`src/sv/assert_macros.svh`:
```
// assertion helpers used by the top-level rtl file
`ifndef ASSERT_MACROS_SVH
`define ASSERT_MACROS_SVH

// same-cycle implication
`define KL_ASSERT_SAME(label, clk, rst, ante, cons, msg) \
  label: assert property (@(posedge clk) disable iff (rst) (ante) |-> (cons)) \
    else $error(msg);

// next-cycle implication
`define KL_ASSERT_NEXT(label, clk, rst, ante, cons, msg) \
  label: assert property (@(posedge clk) disable iff (rst) (ante) |=> (cons)) \
    else $error(msg);

`endif

```
`src/sv/kl_pkg.sv`:
```
// ---------------------------------------------------------------------------
// kl_pkg
// types, codes and character helpers for the keyword lexer
// ---------------------------------------------------------------------------
package kl_pkg;

  localparam int POS_WIDTH   = 16;
  localparam int OUT_POS_W   = 16;
  localparam int QUEUE_DEPTH = 4;
  localparam int QPTR_W      = $clog2(QUEUE_DEPTH);

  typedef enum logic [2:0] {
    MODE_IDLE,
    MODE_IDENT,
    MODE_NUM,
    MODE_STR,
    MODE_OP
  } mode_t;

  typedef enum logic [2:0] {
    CC_TEXT,
    CC_SPACE,
    CC_DIGIT,
    CC_QUOTE,
    CC_OPSYM,
    CC_SINGLE,
    CC_BAD
  } char_class_t;

  typedef enum logic [3:0] {
    TOK_IF        = 4'd0,
    TOK_THEN      = 4'd1,
    TOK_ELSE      = 4'd2,
    TOK_LET       = 4'd3,
    TOK_IN        = 4'd4,
    TOK_FIX       = 4'd5,
    TOK_IDENT     = 4'd6,
    TOK_STRING    = 4'd7,
    TOK_INTEGER   = 4'd8,
    TOK_ERROR     = 4'd9,
    TOK_END       = 4'd10,
    TOK_BACKSLASH = 4'd11,
    TOK_EQUAL     = 4'd12,
    TOK_DOT       = 4'd13,
    TOK_LPAREN    = 4'd14,
    TOK_RPAREN    = 4'd15
  } tok_kind_t;

  // input kind codes
  localparam logic KIND_BYTE = 1'b0;
  localparam logic KIND_END  = 1'b1;

  // keyword and operator patterns, right aligned
  localparam logic [31:0] KW_IF   = 32'("if");
  localparam logic [31:0] KW_THEN = 32'("then");
  localparam logic [31:0] KW_ELSE = 32'("else");
  localparam logic [31:0] KW_LET  = 32'("let");
  localparam logic [31:0] KW_IN   = 32'("in");
  localparam logic [31:0] KW_FIX  = 32'("fix");
  localparam logic [15:0] OP_COLONS   = 16'("::");
  localparam logic [15:0] OP_BRACKETS = 16'("[]");

  typedef struct packed {
    tok_kind_t              kind;
    logic [OUT_POS_W-1:0]   start_pos;
    logic [OUT_POS_W-1:0]   end_pos;
  } token_t;

  // results of one input item: one or two tokens
  typedef struct packed {
    token_t tok0;
    token_t tok1;
    logic   two;
  } group_t;

  function automatic char_class_t classify(input logic [7:0] c);
    char_class_t cls;
    if ((c >= "a" && c <= "z") || (c >= "A" && c <= "Z") || c == "_") cls = CC_TEXT;
    else if (c == " " || c == 8'h0a || c == 8'h0d || c == 8'h09) cls = CC_SPACE;
    else if (c >= "0" && c <= "9") cls = CC_DIGIT;
    else if (c == 8'h22 || c == 8'h27) cls = CC_QUOTE;
    else if (c == "[" || c == "]" || c == ":") cls = CC_OPSYM;
    else if (c == 8'h5c || c == "=" || c == "." || c == "(" || c == ")") cls = CC_SINGLE;
    else cls = CC_BAD;
    return cls;
  endfunction

  function automatic logic [7:0] to_lower(input logic [7:0] c);
    logic [7:0] r;
    r = (c >= "A" && c <= "Z") ? c + 8'd32 : c;
    return r;
  endfunction

  function automatic tok_kind_t single_kind(input logic [7:0] c);
    tok_kind_t k;
    if (c == 8'h5c) k = TOK_BACKSLASH;
    else if (c == "=") k = TOK_EQUAL;
    else if (c == ".") k = TOK_DOT;
    else if (c == "(") k = TOK_LPAREN;
    else k = TOK_RPAREN;
    return k;
  endfunction

  function automatic tok_kind_t word_kind(input logic [31:0] w, input logic [2:0] len);
    tok_kind_t k;
    if (len == 3'd2 && w == KW_IF) k = TOK_IF;
    else if (len == 3'd4 && w == KW_THEN) k = TOK_THEN;
    else if (len == 3'd4 && w == KW_ELSE) k = TOK_ELSE;
    else if (len == 3'd3 && w == KW_LET) k = TOK_LET;
    else if (len == 3'd2 && w == KW_IN) k = TOK_IN;
    else if (len == 3'd3 && w == KW_FIX) k = TOK_FIX;
    else k = TOK_IDENT;
    return k;
  endfunction

endpackage

```
`src/sv/kl_if.sv`:
```
// ---------------------------------------------------------------------------
// kl_if
// byte and token channels of the keyword lexer
// ---------------------------------------------------------------------------
interface kl_in_if;
  logic       valid;
  logic       ready;
  logic       kind;
  logic [7:0] char_code;

  modport source (output valid, kind, char_code, input ready);
  modport sink (input valid, kind, char_code, output ready);
endinterface

interface kl_out_if;
  logic        valid;
  logic        ready;
  logic [3:0]  token_kind;
  logic [15:0] start_pos;
  logic [15:0] end_pos;
  logic        last_of_run;

  modport source (output valid, token_kind, start_pos, end_pos, last_of_run, input ready);
  modport sink (input valid, token_kind, start_pos, end_pos, last_of_run, output ready);
endinterface

```
`src/sv/kl_front.sv`:
```
// ---------------------------------------------------------------------------
// kl_front
// byte classification, lexer state and token group assembly
// ---------------------------------------------------------------------------
module kl_front (
  input  logic            clk,
  input  logic            rst,
  kl_in_if.sink           text,
  input  logic            q_full,
  output logic            push,
  output kl_pkg::group_t  grp
);

  logic [kl_pkg::POS_WIDTH-1:0] pos, pos_next, pos_inc;
  logic [kl_pkg::POS_WIDTH-1:0] tok_start, tok_start_next;
  kl_pkg::mode_t                mode, mode_next;
  logic [31:0]                  kw_chars, kw_chars_next;
  logic [2:0]                   id_len, id_len_next;
  logic [15:0]                  op_chars, op_chars_next;
  logic [1:0]                   op_len, op_len_next;

  logic                  accept, is_end;
  kl_pkg::char_class_t   cls;
  logic [7:0]            lc;
  logic                  in_str, ext_ident, ext_num, ext_op;
  logic                  flush_valid, op_ok;
  kl_pkg::token_t        flush_tok, first_tok, new_tok;
  logic                  has_first, has_new;

  assign text.ready = !q_full;
  assign accept     = text.valid && text.ready;
  assign is_end     = (text.kind == kl_pkg::KIND_END);
  assign cls        = kl_pkg::classify(text.char_code);
  assign lc         = kl_pkg::to_lower(text.char_code);
  assign pos_inc    = (&pos) ? pos : pos + 1'b1;

  assign in_str    = (mode == kl_pkg::MODE_STR);
  assign ext_ident = (mode == kl_pkg::MODE_IDENT) &&
                     (cls == kl_pkg::CC_TEXT || cls == kl_pkg::CC_DIGIT);
  assign ext_num   = (mode == kl_pkg::MODE_NUM) && (cls == kl_pkg::CC_DIGIT);
  assign ext_op    = (mode == kl_pkg::MODE_OP) && (cls == kl_pkg::CC_OPSYM);

  assign flush_valid = (mode == kl_pkg::MODE_IDENT) || (mode == kl_pkg::MODE_NUM) ||
                       (mode == kl_pkg::MODE_OP);
  assign op_ok = (op_len == 2'd2) &&
                 (op_chars == kl_pkg::OP_COLONS || op_chars == kl_pkg::OP_BRACKETS);

  // pending token closed at the current offset
  always_comb begin
    flush_tok.start_pos = kl_pkg::OUT_POS_W'(tok_start);
    flush_tok.end_pos   = kl_pkg::OUT_POS_W'(pos);
    case (mode)
      kl_pkg::MODE_IDENT: flush_tok.kind = kl_pkg::word_kind(kw_chars, id_len);
      kl_pkg::MODE_NUM:   flush_tok.kind = kl_pkg::TOK_INTEGER;
      kl_pkg::MODE_OP:    flush_tok.kind = op_ok ? kl_pkg::TOK_IDENT : kl_pkg::TOK_ERROR;
      default:            flush_tok.kind = kl_pkg::TOK_ERROR;
    endcase
  end

  // outputs: tokens caused by the current byte
  always_comb begin
    has_first = 1'b0;
    has_new   = 1'b0;
    first_tok = flush_tok;
    new_tok.kind      = kl_pkg::TOK_ERROR;
    new_tok.start_pos = kl_pkg::OUT_POS_W'(pos);
    new_tok.end_pos   = kl_pkg::OUT_POS_W'(pos_inc);
    if (is_end) begin
      has_new      = 1'b1;
      new_tok.kind = kl_pkg::TOK_END;
      if (in_str) begin
        has_first = 1'b1;
        first_tok.kind    = kl_pkg::TOK_ERROR;
        first_tok.end_pos = kl_pkg::OUT_POS_W'(pos_inc);
      end else begin
        has_first = flush_valid;
      end
    end else if (in_str) begin
      has_new           = (cls == kl_pkg::CC_QUOTE);
      new_tok.kind      = kl_pkg::TOK_STRING;
      new_tok.start_pos = kl_pkg::OUT_POS_W'(tok_start);
    end else if (!ext_ident && !ext_num && !ext_op) begin
      has_first = flush_valid;
      case (cls)
        kl_pkg::CC_SINGLE: begin
          has_new      = 1'b1;
          new_tok.kind = kl_pkg::single_kind(text.char_code);
        end
        kl_pkg::CC_BAD: begin
          has_new      = 1'b1;
          new_tok.kind = kl_pkg::TOK_ERROR;
        end
        default: has_new = 1'b0;
      endcase
    end
  end

  assign push     = accept && (has_first || has_new);
  assign grp.tok0 = has_first ? first_tok : new_tok;
  assign grp.tok1 = new_tok;
  assign grp.two  = has_first && has_new;

  // next state
  always_comb begin
    pos_next       = pos;
    tok_start_next = tok_start;
    mode_next      = mode;
    kw_chars_next  = kw_chars;
    id_len_next    = id_len;
    op_chars_next  = op_chars;
    op_len_next    = op_len;
    if (accept) begin
      if (is_end) begin
        pos_next       = '0;
        tok_start_next = '0;
        mode_next      = kl_pkg::MODE_IDLE;
        kw_chars_next  = '0;
        id_len_next    = '0;
        op_chars_next  = '0;
        op_len_next    = '0;
      end else begin
        pos_next = pos_inc;
        if (in_str) begin
          if (cls == kl_pkg::CC_QUOTE) mode_next = kl_pkg::MODE_IDLE;
        end else if (ext_ident) begin
          if (id_len < 3'd4) begin
            kw_chars_next = {kw_chars[23:0], lc};
            id_len_next   = id_len + 3'd1;
          end else begin
            id_len_next = 3'd5;
          end
        end else if (ext_num) begin
          mode_next = kl_pkg::MODE_NUM;
        end else if (ext_op) begin
          if (op_len < 2'd2) begin
            op_chars_next = {op_chars[7:0], text.char_code};
            op_len_next   = op_len + 2'd1;
          end else begin
            op_len_next = 2'd3;
          end
        end else begin
          tok_start_next = pos;
          case (cls)
            kl_pkg::CC_TEXT: begin
              mode_next     = kl_pkg::MODE_IDENT;
              kw_chars_next = 32'(lc);
              id_len_next   = 3'd1;
            end
            kl_pkg::CC_DIGIT: mode_next = kl_pkg::MODE_NUM;
            kl_pkg::CC_QUOTE: mode_next = kl_pkg::MODE_STR;
            kl_pkg::CC_OPSYM: begin
              mode_next     = kl_pkg::MODE_OP;
              op_chars_next = 16'(text.char_code);
              op_len_next   = 2'd1;
            end
            default: mode_next = kl_pkg::MODE_IDLE;
          endcase
        end
      end
    end
  end

  always_ff @(posedge clk) begin
    if (rst) begin
      pos       <= '0;
      tok_start <= '0;
      mode      <= kl_pkg::MODE_IDLE;
      kw_chars  <= '0;
      id_len    <= '0;
      op_chars  <= '0;
      op_len    <= '0;
    end else begin
      pos       <= pos_next;
      tok_start <= tok_start_next;
      mode      <= mode_next;
      kw_chars  <= kw_chars_next;
      id_len    <= id_len_next;
      op_chars  <= op_chars_next;
      op_len    <= op_len_next;
    end
  end

endmodule

```
`src/sv/kl_queue.sv`:
```
// ---------------------------------------------------------------------------
// kl_queue
// small fifo of token groups between front and back
// ---------------------------------------------------------------------------
module kl_queue (
  input  logic            clk,
  input  logic            rst,
  input  logic            push,
  input  kl_pkg::group_t  wr_grp,
  input  logic            pop,
  output kl_pkg::group_t  head,
  output logic            not_empty,
  output logic            full
);

  kl_pkg::group_t                entries [kl_pkg::QUEUE_DEPTH];
  logic [kl_pkg::QPTR_W-1:0]     wr_ptr, rd_ptr;
  logic [kl_pkg::QPTR_W:0]       count;
  logic                          do_push, do_pop;

  assign full      = (count == (kl_pkg::QPTR_W + 1)'(kl_pkg::QUEUE_DEPTH));
  assign not_empty = (count != '0);
  assign head      = entries[rd_ptr];
  assign do_push   = push && !full;
  assign do_pop    = pop && not_empty;

  always_ff @(posedge clk) begin
    if (do_push) entries[wr_ptr] <= wr_grp;
  end

  always_ff @(posedge clk) begin
    if (rst) begin
      wr_ptr <= '0;
      rd_ptr <= '0;
      count  <= '0;
    end else begin
      if (do_push) begin
        wr_ptr <= (wr_ptr == kl_pkg::QPTR_W'(kl_pkg::QUEUE_DEPTH - 1)) ? '0 : wr_ptr + 1'b1;
      end
      if (do_pop) begin
        rd_ptr <= (rd_ptr == kl_pkg::QPTR_W'(kl_pkg::QUEUE_DEPTH - 1)) ? '0 : rd_ptr + 1'b1;
      end
      case ({do_push, do_pop})
        2'b10:   count <= count + 1'b1;
        2'b01:   count <= count - 1'b1;
        default: count <= count;
      endcase
    end
  end

endmodule

```
`src/sv/kl_back.sv`:
```
// ---------------------------------------------------------------------------
// kl_back
// splits token groups into single results behind an output register
// ---------------------------------------------------------------------------
module kl_back (
  input  logic            clk,
  input  logic            rst,
  input  kl_pkg::group_t  head,
  input  logic            q_valid,
  output logic            pop,
  kl_out_if.source        tokens
);

  kl_pkg::token_t out_tok, spare_tok;
  logic           out_valid, out_last, spare_valid;
  logic           out_free;

  assign out_free = !out_valid || tokens.ready;
  assign pop      = out_free && !spare_valid && q_valid;

  always_ff @(posedge clk) begin
    if (rst) begin
      out_valid   <= 1'b0;
      spare_valid <= 1'b0;
    end else if (out_free) begin
      if (spare_valid) begin
        out_tok     <= spare_tok;
        out_last    <= 1'b1;
        out_valid   <= 1'b1;
        spare_valid <= 1'b0;
      end else if (q_valid) begin
        out_tok     <= head.tok0;
        out_last    <= !head.two;
        out_valid   <= 1'b1;
        spare_tok   <= head.tok1;
        spare_valid <= head.two;
      end else begin
        out_valid <= 1'b0;
      end
    end
  end

  assign tokens.valid       = out_valid;
  assign tokens.token_kind  = out_tok.kind;
  assign tokens.start_pos   = out_tok.start_pos;
  assign tokens.end_pos     = out_tok.end_pos;
  assign tokens.last_of_run = out_last;

endmodule

```
`src/sv/keyword_lexer_tokenizer_unit.sv`:
```
// ---------------------------------------------------------------------------
// keyword_lexer_tokenizer_unit
// streaming lexer: bytes in, tokens with start and end offsets out
// ---------------------------------------------------------------------------
//
// channel   dir   payload                                     notes
// text      in    kind, char_code                             one byte or end mark
// tokens    out   token_kind, start_pos, end_pos, last_of_run one token per request
//
// a byte request is taken every cycle while the group queue has room
// a byte gives zero, one or two tokens; the back end sends one token per cycle
// while tokens.ready is high, so sustained rate is one byte per cycle unless two-token bytes pile up
// a byte's first token passes through the queue and then the output register
// synchronous reset clears lexer state, queue pointers and output valid
// a stalled tokens channel fills the four-entry queue, then text.ready drops
//
`include "assert_macros.svh"

module keyword_lexer_tokenizer_unit (
  input  logic      clk,
  input  logic      rst,
  kl_in_if.sink     text,
  kl_out_if.source  tokens
);

  // groups leaving the front end
  kl_pkg::group_t front_grp;
  logic           front_push;

  // queue head feeding the back end
  kl_pkg::group_t q_head;
  logic           q_not_empty;
  logic           q_full;
  logic           back_pop;

  // front: classify each byte, track identifier / integer / string / operator
  // mode and collect the tokens that byte closes or opens
  kl_front u_front (
    .clk    (clk),
    .rst    (rst),
    .text   (text),
    .q_full (q_full),
    .push   (front_push),
    .grp    (front_grp)
  );

  // decouples the byte side from token back-pressure
  kl_queue u_queue (
    .clk       (clk),
    .rst       (rst),
    .push      (front_push),
    .wr_grp    (front_grp),
    .pop       (back_pop),
    .head      (q_head),
    .not_empty (q_not_empty),
    .full      (q_full)
  );

  // back: one token per cycle while tokens.ready is high, marks the last token of each byte
  kl_back u_back (
    .clk     (clk),
    .rst     (rst),
    .head    (q_head),
    .q_valid (q_not_empty),
    .pop     (back_pop),
    .tokens  (tokens)
  );

  // first of two tokens leaves, the second is waiting in the spare register
  `KL_ASSERT_NEXT(a_second_follows, clk, rst, tokens.valid && tokens.ready && !tokens.last_of_run, tokens.valid, "second token of a byte missing")

  // the end token always closes its run
  `KL_ASSERT_SAME(a_end_is_last, clk, rst, tokens.valid && tokens.token_kind == kl_pkg::TOK_END, tokens.last_of_run, "end token not marked last")

  // an end mark always leaves a group in the queue
  `KL_ASSERT_NEXT(a_end_queued, clk, rst, text.valid && text.ready && text.kind == kl_pkg::KIND_END, q_not_empty, "end mark produced no group")

endmodule
```
`src/flat_wrapper.sv`:
```
// flat-port wrapper written by rule: the top's interface ports become plain ports
module keyword_lexer_tokenizer_unit_flat 
  (clk, rst, text_valid, text_kind, text_char_code, text_ready, tokens_valid, tokens_token_kind, tokens_start_pos, tokens_end_pos, tokens_last_of_run, tokens_ready);
  kl_in_if text_i ();
  kl_out_if tokens_i ();
  input  logic clk;
  input  logic rst;
  input wire logic [$bits(text_i.valid)-1:0] text_valid;
  input wire logic [$bits(text_i.kind)-1:0] text_kind;
  input wire logic [$bits(text_i.char_code)-1:0] text_char_code;
  output wire logic [$bits(text_i.ready)-1:0] text_ready;
  output wire logic [$bits(tokens_i.valid)-1:0] tokens_valid;
  output wire logic [$bits(tokens_i.token_kind)-1:0] tokens_token_kind;
  output wire logic [$bits(tokens_i.start_pos)-1:0] tokens_start_pos;
  output wire logic [$bits(tokens_i.end_pos)-1:0] tokens_end_pos;
  output wire logic [$bits(tokens_i.last_of_run)-1:0] tokens_last_of_run;
  input wire logic [$bits(tokens_i.ready)-1:0] tokens_ready;
  assign text_i.valid = text_valid;
  assign text_i.kind = text_kind;
  assign text_i.char_code = text_char_code;
  assign text_ready = text_i.ready;
  assign tokens_valid = tokens_i.valid;
  assign tokens_token_kind = tokens_i.token_kind;
  assign tokens_start_pos = tokens_i.start_pos;
  assign tokens_end_pos = tokens_i.end_pos;
  assign tokens_last_of_run = tokens_i.last_of_run;
  assign tokens_i.ready = tokens_ready;
  keyword_lexer_tokenizer_unit u_core (.clk(clk), .rst(rst), .text(text_i), .tokens(tokens_i));
endmodule
```
`config.mk`:
```
export PLATFORM = sky130hd
export DESIGN_NAME = keyword_lexer_tokenizer_unit_flat
export DESIGN_NICKNAME = d
export VERILOG_FILES = /design/src/sv/kl_pkg.sv /design/src/sv/kl_if.sv /design/src/sv/kl_front.sv /design/src/sv/kl_queue.sv /design/src/sv/kl_back.sv /design/src/sv/keyword_lexer_tokenizer_unit.sv /design/src/flat_wrapper.sv
export VERILOG_INCLUDE_DIRS = /design/src /design/src/sv
export SDC_FILE = /design/constraint.sdc
export NUM_CORES = 1
export LEC_CHECK = 0
export BUFFER_PORTS_ARGS = -buffer_cell sky130_fd_sc_hd__buf_2
export CAP_MARGIN = 40
export CORE_ASPECT_RATIO = 1.2
export CORE_MARGIN = 1
export CORE_UTILIZATION = 60
export DETAILED_ROUTE_END_ITERATION = 7
export GPL_ROUTABILITY_DRIVEN = 0
export PLACE_DENSITY = 0.77
export SLEW_MARGIN = 10
export SYNTH_ARGS = -nofsm -noshare
export SYNTH_HDL_FRONTEND = slang
export SYNTH_SLANG_ARGS = --single-unit
```
`constraint.sdc`:
```
create_clock -name clk -period 7.1 [get_ports clk]
set_clock_uncertainty 0.1 [all_clocks]
set_input_delay 1.065 -clock clk [delete_from_list [all_inputs] [get_ports clk]]
set_output_delay 1.065 -clock clk [all_outputs]
set_load 0.03 [all_outputs]
```
### After elaboration in Yosys (flattened, before gate mapping)

Memory sizes are Yosys's and may differ from the RTL's. A register that Yosys moved wholly into a read port is not among the register bits.
Index checks and enable logic that the tools add are counted.
Widths: inputs -> output; s select.

| word-level totals | value |
|---|---|
| bits in writable memories | 292 |
| bits of input ports | 13 |
| memories | 1 |
| word-level logic and storage cells | 247 |
| flip-flop bits (word level) | 170 |

Memory list:

| name | words | width | rd ports | clocked after memory_dff | write ports | line | text |
|---|---|---|---|---|---|---|---|
| u_core.u_queue.entries | 4 | 73 | 1 | 1 | 1 | kl_queue.sv:16 | `kl_pkg::group_t entries [kl_pkg::QUEUE_DEPTH];` |

| operators by class | value |
|---|---|
| multiplexer cells | 94 |
| equal/unequal tests | 52 |
| bitwise logic cells | 2 |
| reductions and logical operators | 63 |
| add/subtract/negate cells | 8 |
| order comparisons | 8 |

Operator list:

| kind | number |
|---|---|
| $mux 16 | 18 |
| $mux 32 | 7 |
| $mux 36 | 3 |
| $mux 3 | 24 |
| $eq 32x15->1 const B | 2 |
| $eq 32x23->1 const B | 2 |
| $eq 32x31->1 const B | 2 |
| $eq 8x6->1 const B | 8 |
| $mux 2 | 17 |
| $eq 8x7->1 const B | 4 |
| $eq 8x4->1 const B | 3 |
| $logic_and 1x1->1 | 22 |
| $mux 4 | 5 |
| $eq 3x2->1 const B | 6 |
| $eq 3x3->1 const B | 6 |
| $logic_or 1x1->1 | 18 |
| $add 16x1->16 const B | 1 |
| $eq 16x14->1 const B | 1 |
| $eq 16x15->1 const B | 1 |
| $ge 8x7->1 const B | 2 |
| $le 8x7->1 const B | 2 |
| $mux 1 | 16 |
| $reduce_and 16->1 | 1 |
| $reduce_and 5->1 | 3 |
| other kinds (28) | 53 |

### Depth between registers and ports, before layout

| depth | value |
|---|---|
| depth after elaboration | 25 |
| gate-level depth with buffers | 16 |
| depth with buffers taken out | 15 |

### Modules after synthesis

A second synthesis with hierarchy kept.

| second synthesis, totals | value |
|---|---|
| cells, all modules | 1172 |
| area total of the unflattened synthesis | 19003.2 um2 |

By module, submodules not included:

| module | cells each | area an instance (um2) | sequential area each (um2) | times used |
|---|---|---|---|---|
| kl_queue | 435 | 11004.3 | 8948.6 | 1 |
| kl_front | 609 | 5210.0 | 1761.7 | 1 |
| kl_back | 128 | 2788.9 | 2232.1 | 1 |

### Least setup slack after synthesis

OpenSTA, ideal clock, no wires.

| timing | value |
|---|---|
| kind | input to register |
| start point | input rst |
| end point | register u_core.u_back.spare_tok[0] (netlist name), enable pin |
| path buffers | 1 |
| stages | 2 |
| path slack | 1.682 ns |
| data arrival time | 4.799 ns |
| required time | 6.481 ns |
| cell sequence | clkbuf_1 > nor4_1 |

| between the ends | value |
|---|---|
| longest elaborated chain between the ends | 2 |

Ends and longest elaborated chain:

| item | line | text |
|---|---|---|
| start: declaration | flat_wrapper.sv:7 | `input logic rst;` |
| $not 1->1 (no source line) | -- |  |
| $reduce_and 4->1 (no source line) | -- |  |
| end signal: assignment | kl_back.sv:35 | `spare_tok <= head.tok1;` |
| end: declaration | kl_back.sv:14 | `kl_pkg::token_t out_tok, spare_tok;` |

Every way passes these cells.
A chain may end at the register's enable or synchronous reset.

### Final worst setup path

| timing | value |
|---|---|
| start point | input text_char_code[5] |
| end point | memory u_core.u_queue.entries[0][2] (netlist name), enable pin |

| between the ends | value |
|---|---|
| longest elaborated chain between the ends | 25 |

Ends and longest elaborated chain:

| item | line | text |
|---|---|---|
| start: declaration | flat_wrapper.sv:10 | `input wire logic [$bits(text_i.char_code)-1:0] text_char_code;` |
| $eq 8x7->1 or $eq 8x6->1 (tied branches) | kl_pkg.sv:83 | `else if (c == 8'h5c \|\| c == "=" \|\| c == "." \|\| c == "(" \|\| c == ")") cls = CC_SINGLE;` |
| $logic_or 1x1->1 (4 in a row) | kl_pkg.sv:83 |  |
| $mux 2 | kl_pkg.sv:83 |  |
| $mux 2 | kl_pkg.sv:82 | `else if (c == "[" \|\| c == "]" \|\| c == ":") cls = CC_OPSYM;` |
| $mux 3 | kl_pkg.sv:81 | `else if (c == 8'h22 \|\| c == 8'h27) cls = CC_QUOTE;` |
| $mux 3 | kl_pkg.sv:80 | `else if (c >= "0" && c <= "9") cls = CC_DIGIT;` |
| $mux 3 | kl_pkg.sv:79 | `else if (c == " " \|\| c == 8'h0a \|\| c == 8'h0d \|\| c == 8'h09) cls = CC_SPACE;` |
| $mux 3 (*) | kl_pkg.sv:78 | `if ((c >= "a" && c <= "z") \|\| (c >= "A" && c <= "Z") \|\| c == "_") cls = CC_TEXT;` |
| (+6 left out) | -- |  |
| $mux 1 | kl_front.sv:82 | `end else if (!ext_ident && !ext_num && !ext_op) begin` |
| $mux 1 | kl_front.sv:78 | `end else if (in_str) begin` |
| $mux 1 | kl_front.sv:68 | `if (is_end) begin` |
| $logic_or 1x1->1 (*) | kl_front.sv:98 | `assign push = accept && (has_first \|\| has_new);` |
| $logic_and 1x1->1 (*) | kl_front.sv:98 |  |
| $logic_and 1x1->1 (*) | kl_queue.sv:24 | `assign do_push = push && !full;` |
| $mux 1 (*) | kl_queue.sv:28 | `if (do_push) entries[wr_ptr] <= wr_grp;` |
| $mux 1 (not written as such) (*) | kl_queue.sv:28 |  |
| end: declaration | kl_queue.sv:16 |  |

Every way passes the cells marked *; elsewhere a longest branch is shown, timed or not.

==> flow_summary.toml <==
[run_status]
run_status = "finished, final reports clean"

[pwr]
p_leak_nw = 7.165
clkPwrFrac_pct = 31.9
power_density_mw_per_mm2 = 340.3
switching_share_pct = 26.11
p_comb_share_pct = 19.5
p_seq_share_pct = 48.6
p_int_w = 0.005322
ir_worst_vdd_uv = 343.0
switching_power_w = 0.001881

[worst_setup_path]
start_kind = "input port"
critical-path-max-stage-delay_ns = 0.60
cpMaxStageDelayCell = "and2_4"
worst_r2r_path_depth = 14
crit_chain = "buf_2 -> inv_1 -> ha_1 -> nand4_1 -> a2bb2oi_1 -> a31oi_2 -> o21ai_0 -> nand2_1 -> buf_8 -> a21oi_2 -> and2_4 -> buf_4"
worstSetupEndpointType = "flop"
critPathRequiredTime_ns = 7.20
critPathArrivalTime_ns = 4.59
cp_max_fo = 39
worstSetupPathType = "in2reg"

[sta]
setup_slack_ns = 2.612
relSlewSlack_pct = 52.13
whs_ns = 0.3706
finalHoldViolations = 0
fin_setup_tns_ns = 0
timing_max_transition_violations_final = 0
period_share_pct = 63.21
worst_pin_slew_ns = 0.7136
grt_setup_unrepaired = "no"
fin_crit_ns = 4.488
setup_viol = 0
maxClockFrequency_mhz = 222.8

[layout]
fin_util_pct = 67.69
final_layout_size_suffix_gt1_share_pct = 24.35
antennaDiodeCount = 0
area_growth_pct = 11.02
postLayoutCellArea_mm2 = 0.02117
nets = 1290

[clock_network]
cts_buffers = 43
numClockSinks = 464
cts_tree = "done"
cts_root_buffer = "clkbuf_16"
clk_latency_ns = 0.55
cts_hold_buffers = 0
htreeDepth = 2
clock_path_buffers = 3
cts_setup_buffers = 0
cts_resized = 0
path_clk_slew_ns = 0.06

[placed_design]
post-place-ws_ns = 2.021
placed_cell_area_mm2 = 0.01975
hpwl_mm = 23.23
io_buffers = 51

[synth]
synth_cell_types = 79
syn_area_mm2 = 0.01906
ys_async_sr_fraction_pct = 0
synth_edf_count = 365
yosysSeqAreaShare_pct = 67.89
synth_seq_cells = 464
synth_nets = 1241
avgSynthCellArea_um2 = 15.70
synthCells = 1214
ys.flop_type = "edfxtp_1"
yosysWarnings = 0

[flow_run]
drv_cap = 0

[global_route]
grt_util_all_layers_pct = 24.08
grt_max_degree = 52
grt_pass1_vias = 10596
overflow = 0
grt_pass1_wl_mm = 59.04
antenna_found_initial = 0

[die]
start_util_pct = 60.97
fp.dieW_um = 164.7
dieArea_mm2 = 0.03249
die_h_um = 197.3
io_pins = 52
rows = 71
core-area_mm2 = 0.03127

[drt]
ant_nets = 0
routedWlPerCell_um = 21.93
vias_per_cell = 6.188
wl_mm = 37.27
dr.pass1.iters = 6
drc = 0
first_iter_violations = 837
vias = 10514

[hold_path]
hold-path-cell-count = 2
hold_path_class = "reg2reg"
worst paths after layout:
kind | start | end | slack [ns]
setup / recovery | text_char_code[5] | u_core.u_queue.entries[0][2]$_DFFE_PP_ | 2.61
hold / removal | u_core.u_front.op_chars[4]$_SDFFE_PP0P_ | u_core.u_front.op_chars[12]$_SDFFE_PP0P_ | 0.37
setup reg to reg | u_core.u_front.mode[0]$_SDFFE_PP0P_ | u_core.u_queue.count[2]$_SDFFE_PP0P_ | 2.95
hold reg to reg | u_core.u_front.op_chars[4]$_SDFFE_PP0P_ | u_core.u_front.op_chars[12]$_SDFFE_PP0P_ | 0.37
area by class of cell:
class	instances	area [µm²]
well taps	401	501.7
clock inverters	26	265.3
flip-flops and latches	464	12950
fillers	2071	10100
repair buffers	76	500.5
multi-input cells	657	5719
clock buffers	54	1149
inverters	21	78.83
cells by family (layout without fill, tap and decap cells):
family,after synthesis,count (layout),synth area share [%]
XOR/XNOR,25,25,1.149
adder cells (fa/ha/maj),14,14,0.9582
AO/OA/AOI/OAI,162,162,5.795
flip-flops,464,464,67.89
multiplexers,170,170,14.18
buffers and inverters,93,177,2.238
AND/OR/NAND/NOR,286,286,7.797
flip-flops by register name (all words and copies together) (netlist names), 2 cells and up, named ones only:
register,flops
u_core.u_back.tokens.end_pos,16
u_core.u_front.tok_start,16
u_core.u_front.mode,3
u_core.u_front.kw_chars,32
u_core.u_back.spare_tok,36
u_core.u_queue.entries,292
u_core.u_queue.wr_ptr,2
u_core.u_back.tokens.start_pos,16
u_core.u_back.tokens.token_kind,4
u_core.u_front.id_len,3
u_core.u_queue.rd_ptr,2
u_core.u_front.op_chars,16
u_core.u_front.pos,16
u_core.u_front.op_len,2
u_core.u_queue.count,3
cell usage in the layout (no fill, tap or decap), types with 20 or more instances in the layout:
cell and n:
dfxtp_1 96, buf_4 20, mux2i_1 27, mux4_2 73, clkbuf_16 44, buf_2 52, inv_1 20, edfxtp_1 365
nand2_1 68, nor2_1 88, o21ai_0 34, mux2_2 69, a22o_1 21, a21oi_1 46
power groups by stage:
stage	Clock [W]	Combinational (W)	Sequential [W]
3_5_place_dp	0	0.00142	0.00356
4_1_cts	0.00234	0.00143	0.00351
2_1_floorplan	0	0.000936	0.00366
3_3_place_gp	0	0.00139	0.00354
5_1_grt	0.00244	0.00151	0.00354
6_report	0.00230	0.00140	0.00350
critical path: cells and delay by family:
kind                       cells  cell delay, ns
buffers and inverters          4            1.11
AOI/OAI and AO/OA              4            1.08
and+or+nand+nor                3            1.10
adders and majority gates      1            0.21
synth_stat cells, types with 3 or more instances:
master    count  share of area [%]
nand4_1       8               0.26
nand3b_1      4               0.16
nand2b_1      5               0.16
mux4_2       73                8.6
xor2_1       13               0.60
nor4b_1       4               0.18
nand4b_1      8               0.37
buf_1         6               0.12
o21ai_0      35               0.92
nand3_1      18               0.47
and2_1        6               0.20
a31oi_1       8               0.26
nor4_1        7               0.23
or3_1        12               0.39
buf_4         6               0.24
o21ai_1       3              0.079
a21oi_1      46                1.2
ha_1         13               0.85
dfxtp_1      99                 10
buf_2        14               0.37
o211ai_1      3               0.12
xnor2_1      12               0.55
edfxtp_1    365                 57
clkbuf_1     41               0.81
a22o_1       21               0.96
a31o_2        3               0.14
nor3_1       14               0.37
and3_1        6               0.20
buf_6         5               0.30
a21o_1        4               0.16
nor4bb_1      4               0.21
mux2_2       69                4.1
nand2_1      68                1.3
mux2i_1      27                1.4
nor2_1       89                1.8
nor2b_1      10               0.33
inv_1        20               0.39
and4_1        3               0.14
a22oi_1      11               0.43
per-stage QoR:
step	power, W	std cells
3_5_place_dp	0.004983	1619
6_report	0.007202	1699
5_1_grt	0.007485	1699
2_1_floorplan	0.004595	1214
3_3_place_gp	0.004928	1614
4_1_cts	0.007277	1699
layer usage:
layer / global-route usage, % / vias up / share of wire, %
met5: 0 / - / 0
met4: 7.951 / 0 / 2.7
met3: 3.527 / 65 / 5.1
met2: 41.94 / 317 / 53
met1: 30.91 / 5336 / 40
li1: - / 4796 / -
Power figures use the tool's default switching activity.
